==> config.mk <==
export PLATFORM = sky130hd
export DESIGN_NAME = spm_ram
export DESIGN_NICKNAME = d
export VERILOG_FILES = /design/src/rtl/spm_ram.sv
export SDC_FILE = /design/constraint.sdc
export NUM_CORES = 2
export LEC_CHECK = 0
export BUFFER_PORTS_ARGS = -buffer_cell sky130_fd_sc_hd__buf_2
export CAP_MARGIN = 20
export CORE_UTILIZATION = 55
export DETAILED_ROUTE_END_ITERATION = 6
export PLACE_DENSITY = 0.71
export SETUP_SLACK_MARGIN = 0.02
export SLEW_MARGIN = 20
export SYNTH_ARGS = -nofsm -noshare
export SYNTH_HDL_FRONTEND = slang
export SYNTH_SLANG_ARGS = --single-unit
==> constraint.sdc <==
create_clock -name clk -period 6.6 [get_ports clk]
set_clock_uncertainty 0.1 [all_clocks]
set_input_delay 0.33 -clock clk [delete_from_list [all_inputs] [get_ports clk]]
set_output_delay 0.33 -clock clk [all_outputs]
set_load 0.1 [all_outputs]
==> src/rtl/spm_ram.sv <==
// ----------------------------------------------------------------------------
// spm_ram
// Generic simple dual-port RAM: one write port, one read port with the
// read data registered.
// ----------------------------------------------------------------------------
module spm_ram #(
  parameter int WIDTH = 8,
  parameter int DEPTH = 256
) (
  input  logic                     clk,
  input  logic                     we,
  input  logic [$clog2(DEPTH)-1:0] waddr,
  input  logic [WIDTH-1:0]         wdata,
  input  logic [$clog2(DEPTH)-1:0] raddr,
  output logic [WIDTH-1:0]         rdata
);

  logic [WIDTH-1:0] mem [DEPTH];

  // Write port.
  always_ff @(posedge clk) begin
    if (we) begin
      mem[waddr] <= wdata;
    end
  end

  // Registered read port.
  always_ff @(posedge clk) begin
    rdata <= mem[raddr];
  end

endmodule

== Word level (Yosys, flattened, before mapping) ==
Memory sizes are Yosys's and may differ from the RTL's. A register that Yosys moved wholly into a read port is not among the register bits.
Cells that the tools add are included.

* Bits in registers: 0
* Memory bits (writable): 2048
* Output and inout bits: 8
* Logic and storage cells: 3
* Memories: 1

{| class="wikitable"
|+ Memories
! memory !! words !! bits a word !! rd ports !! clocked after Yosys merged registers in !! wr ports !! line !! source
|-
| mem || 256 || 8 || 1 || 1 || 1 || 18 || <nowiki>logic [WIDTH-1:0] mem [DEPTH];</nowiki>
|}

* Mux-type cells: 2

{| class="wikitable"
|+ Operators by type and width
! kind !! number
|-
| $mux W1 || 2
|}

== Depth between registers and ports, before layout ==
* Depth in word-level cells: 2
* Depth in mapped cells: 11

== Worst setup path before layout ==
Ideal clock, no wire load.

* Path type: input port to flip-flop
* Start: input raddr[0]
* End: register rdata[2], read port of mem
* Setup time: 131 ps
* Arrival time: 2137 ps
* Data required time: 6369 ps
* Path slack: 4232 ps
* Stages: 9
* Cells stage by stage: buf_6 -> buf_12 -> buf_8 -> buf_2 -> mux4_2 -> a22oi_1 -> a21oi_1 -> nor4_1 -> nor4_2

{| class="wikitable"
|+ RTL lines
! what !! line !! source
|-
| start, declared || 14 || <nowiki>input logic [$clog2(DEPTH)-1:0] raddr,</nowiki>
|-
| end, declared || 15 || <nowiki>output logic [WIDTH-1:0] rdata</nowiki>
|}

==> impl_metrics.py <==
metrics = {
    "synthesis": {
        "synth.top_cell.area_share_pct": 77.3,
        "syn_nets": 3759,
        "yosys-top-cells-area": "edfxtp_1, mux4_2, mux2i_1, nor2_1, a22oi_1",
        "yosysWarnings": 0,
        "netlist_instances": 3733,
        "synth_area_um2": 79600,
        "synth_edf_count": 2048,
        "synthArstFlopShare_pct": 0,
        "synth_seq_cells": 2056,
        "syn_avg_cell_area_um2": 21.3,
        "yosysSeqAreaShare_pct": 77.5,
        "ys_types": 55,
        "synth_area_leader_cell": "edfxtp_1",
        "ys.flop_type": "edfxtp_1",
    },
    "clocking": {
        "clkLatencyLatePin_ns": 0.86,
        "clock-sinks": 2056,
        "clockBufferDepth": 3,
        "cts_tree": "done",
        "cts-buffers-inserted": 197,
        "cts.clk_slew.worst_paths_ns": 0.06,
        "ctsResizeCount": 0,
        "h-tree-depth": 4,
        "root_buffer": "clkbuf_16",
    },
    "sta": {
        "tightest_slew_ns": 1.25,
        "setup_viol": 0,
        "finalCritPeriodShare_pct": 57.1,
        "hold_viol_final": 0,
        "grt_setup_unrepaired": "no",
        "tns_ns": 0,
        "slew_viol_final": 0,
        "min_period_ns": 3.77,
        "relSlewSlack_pct": 16.7,
        "max_freq_ghz": 0.265,
        "fin_ws_ns": 2.83,
    },
    "floorplanning": {
        "io_pins": 34,
        "fp.dieW_um": 382,
        "design.die.area_um2": 146000,
        "rows": 139,
        "start_util_pct": 55.4,
        "die_height_um": 382,
        "core-area_um2": 143000,
    },
    "cells_and_area": {
        "layout_common_cells": "edfxtp_1, mux4_2, nor2_1",
        "drive_gt1_share_pct": 21.8,
        "syn_to_final_growth_pct": 10.7,
        "final_common_cell": "edfxtp_1",
        "nets": 3843,
        "nFillCells": 9735,
        "stdcell_area_um2": 88100,
        "final_cells": 5881,
    },
    "setup_path": {
        "criticalPathCategory": "input pin to flop",
        "cp.required_ns": 7.18,
        "r2r-start": "mem[82][5]",
        "critical_path.endpoint_type": "flop",
        "start_kind": "input pin",
        "cp_max_fo": 74,
        "arrival_ns": 4.35,
        "cp-startpoint": "raddr[0]",
    },
    "drt": {
        "wl_per_cell_um": 32.4,
        "drt_first_pass_iters": 6,
        "drc": 0,
        "wl_met2_um": 90600,
        "wl_met3_um": 19700,
        "antenna_left": 0,
        "drtIter0Drc": 5179,
        "wl_um": 191000,
        "vias": 39000,
        "met1_length_um": 74100,
        "viasPerCell": 6.63,
        "top_layer": "met5",
    },
    "global_route": {
        "grt_pass1_wl_um": 274000,
        "gr-total-overflow": 0,
        "grt_max_degree": 180,
        "grt.total_usage_pct": 26.3,
        "antenna_found_initial": 9,
        "grt_pass1_vias": 38700,
    },
    "pwr": {
        "vdd_drop_max_mv": 0.247,
        "power.total_mw": 26.9,
        "leakage_nw": 27.0,
        "cellPowerDensity_nw_per_um2": 305,
    },
    "job": {
        "drv_cap": 0,
    },
    "hold_path": {
        "holdCritStartpoint": "wdata[6]",
        "hp-class": "input pin to flop",
    },
    "placement": {
        "placed_area_um2": 81500,
        "place_ws_ns": 2.02,
        "placed_cells": 5511,
        "port-buffer-count": 33,
        "gp_congestion": 0.857,
        "dp_hpwl_um": 112000,
    },
    "status": {
        "status": "complete, no violations",
    },
}
## per-layer routing
metal / track usage, % / vias up
met5: 0 / -
met4: 8.74 / 12
met3: 6.09 / 367
met2: 40.5 / 2220
met1: 37.7 / 20500
li1: - / 15900
## final cells by class
type | instances | area (um^2) | area share [%]
Antenna cell | 5 | 12.5 | 0.0142
Multi-Input combinational cell | 1442 | 16500 | 18.8
Clock buffer | 241 | 5130 | 5.83
Inverter | 2 | 7.51 | 0.00852
Sequential cell | 2056 | 61700 | 70.0
Tap cell | 1903 | 2380 | 2.70
Timing Repair Buffer | 118 | 1110 | 1.26
Clock inverter | 114 | 1230 | 1.39
## cell families (layout without fill, tap and decap cells)
logic type | count (synthesis) | after routing | synth area share [%]
AOI/OAI and AO/OA | 385 | 385 | 3.42
buffers and inverters | 235 | 475 | 1.83
DFF | 2056 | 2056 | 77.5
muxes | 591 | 591 | 14.6
other | 0 | 5 | 0
and+or+nand+nor | 466 | 466 | 2.63
## stage by stage
stage	utilization (%)	hold slack (ns)
after floorplan	-	0.329
after global placement	56.8	0.765
after detailed placement	56.8	0.777
after CTS	61.3	0.00353
after global routing	61.4	0.0342
final	61.4	0.00318
## synthesized netlist by cell type (4+ instances only)
cell type  instances
a22o_1             8
a221oi_1          13
buf_12             8
nor3_1            22
mux4_2           454
o22ai_1           28
buf_6             21
o21ai_0           10
a211oi_1          16
edfxtp_1        2048
clkbuf_1         111
dfxtp_1            8
nor2_1           282
o221ai_1          46
o22a_1             5
a21oi_1           96
mux2i_1          134
and2_1             6
or2_2              4
nor2b_1           31
a22oi_1          133
nand2b_1           8
nand3_1           34
o32ai_1            4
buf_8             13
buf_2             31
buf_4             27
nor4_1            24
nand4_1           10
buf_1             22
o211ai_1          10
nand2_1           33
## final timing paths
check                      to  cells after the start  slack (ns)
setup / recovery     rdata[5]                      8        2.83
hold reg to reg      rdata[1]                      5        1.01
setup reg to reg     rdata[5]                      6        3.58
hold / removal    mem[202][6]                      1       0.003
## state kept, by name, summed over array words and instances (netlist names)
signal  cells
mem      2048
rdata       8
## critical path: stages
cell and delay, ns:
buf_8 0.56, buf_4 0.77, mux4_2 0.63, a22o_1 0.21, a221oi_1 0.26, o221ai_1 0.30, a211oi_1 0.91, nor4_1 0.13
## power breakdown
group,switching [mW],total [mW],internal [mW],leakage [nW]
Clock,4.86,11.1,6.26,3.08
Combinational,0.902,1.33,0.424,5.44
Sequential,0.0286,14.4,14.4,18.5
Total,5.79,26.9,21.1,27.0
## timing repair
action,CTS,global route
setup buffers,0,0
hold endpoints to repair,74,226
endpoints found under the setup margin,0,0
hold buffers,2,4
(Power assumes the default switching activity.)
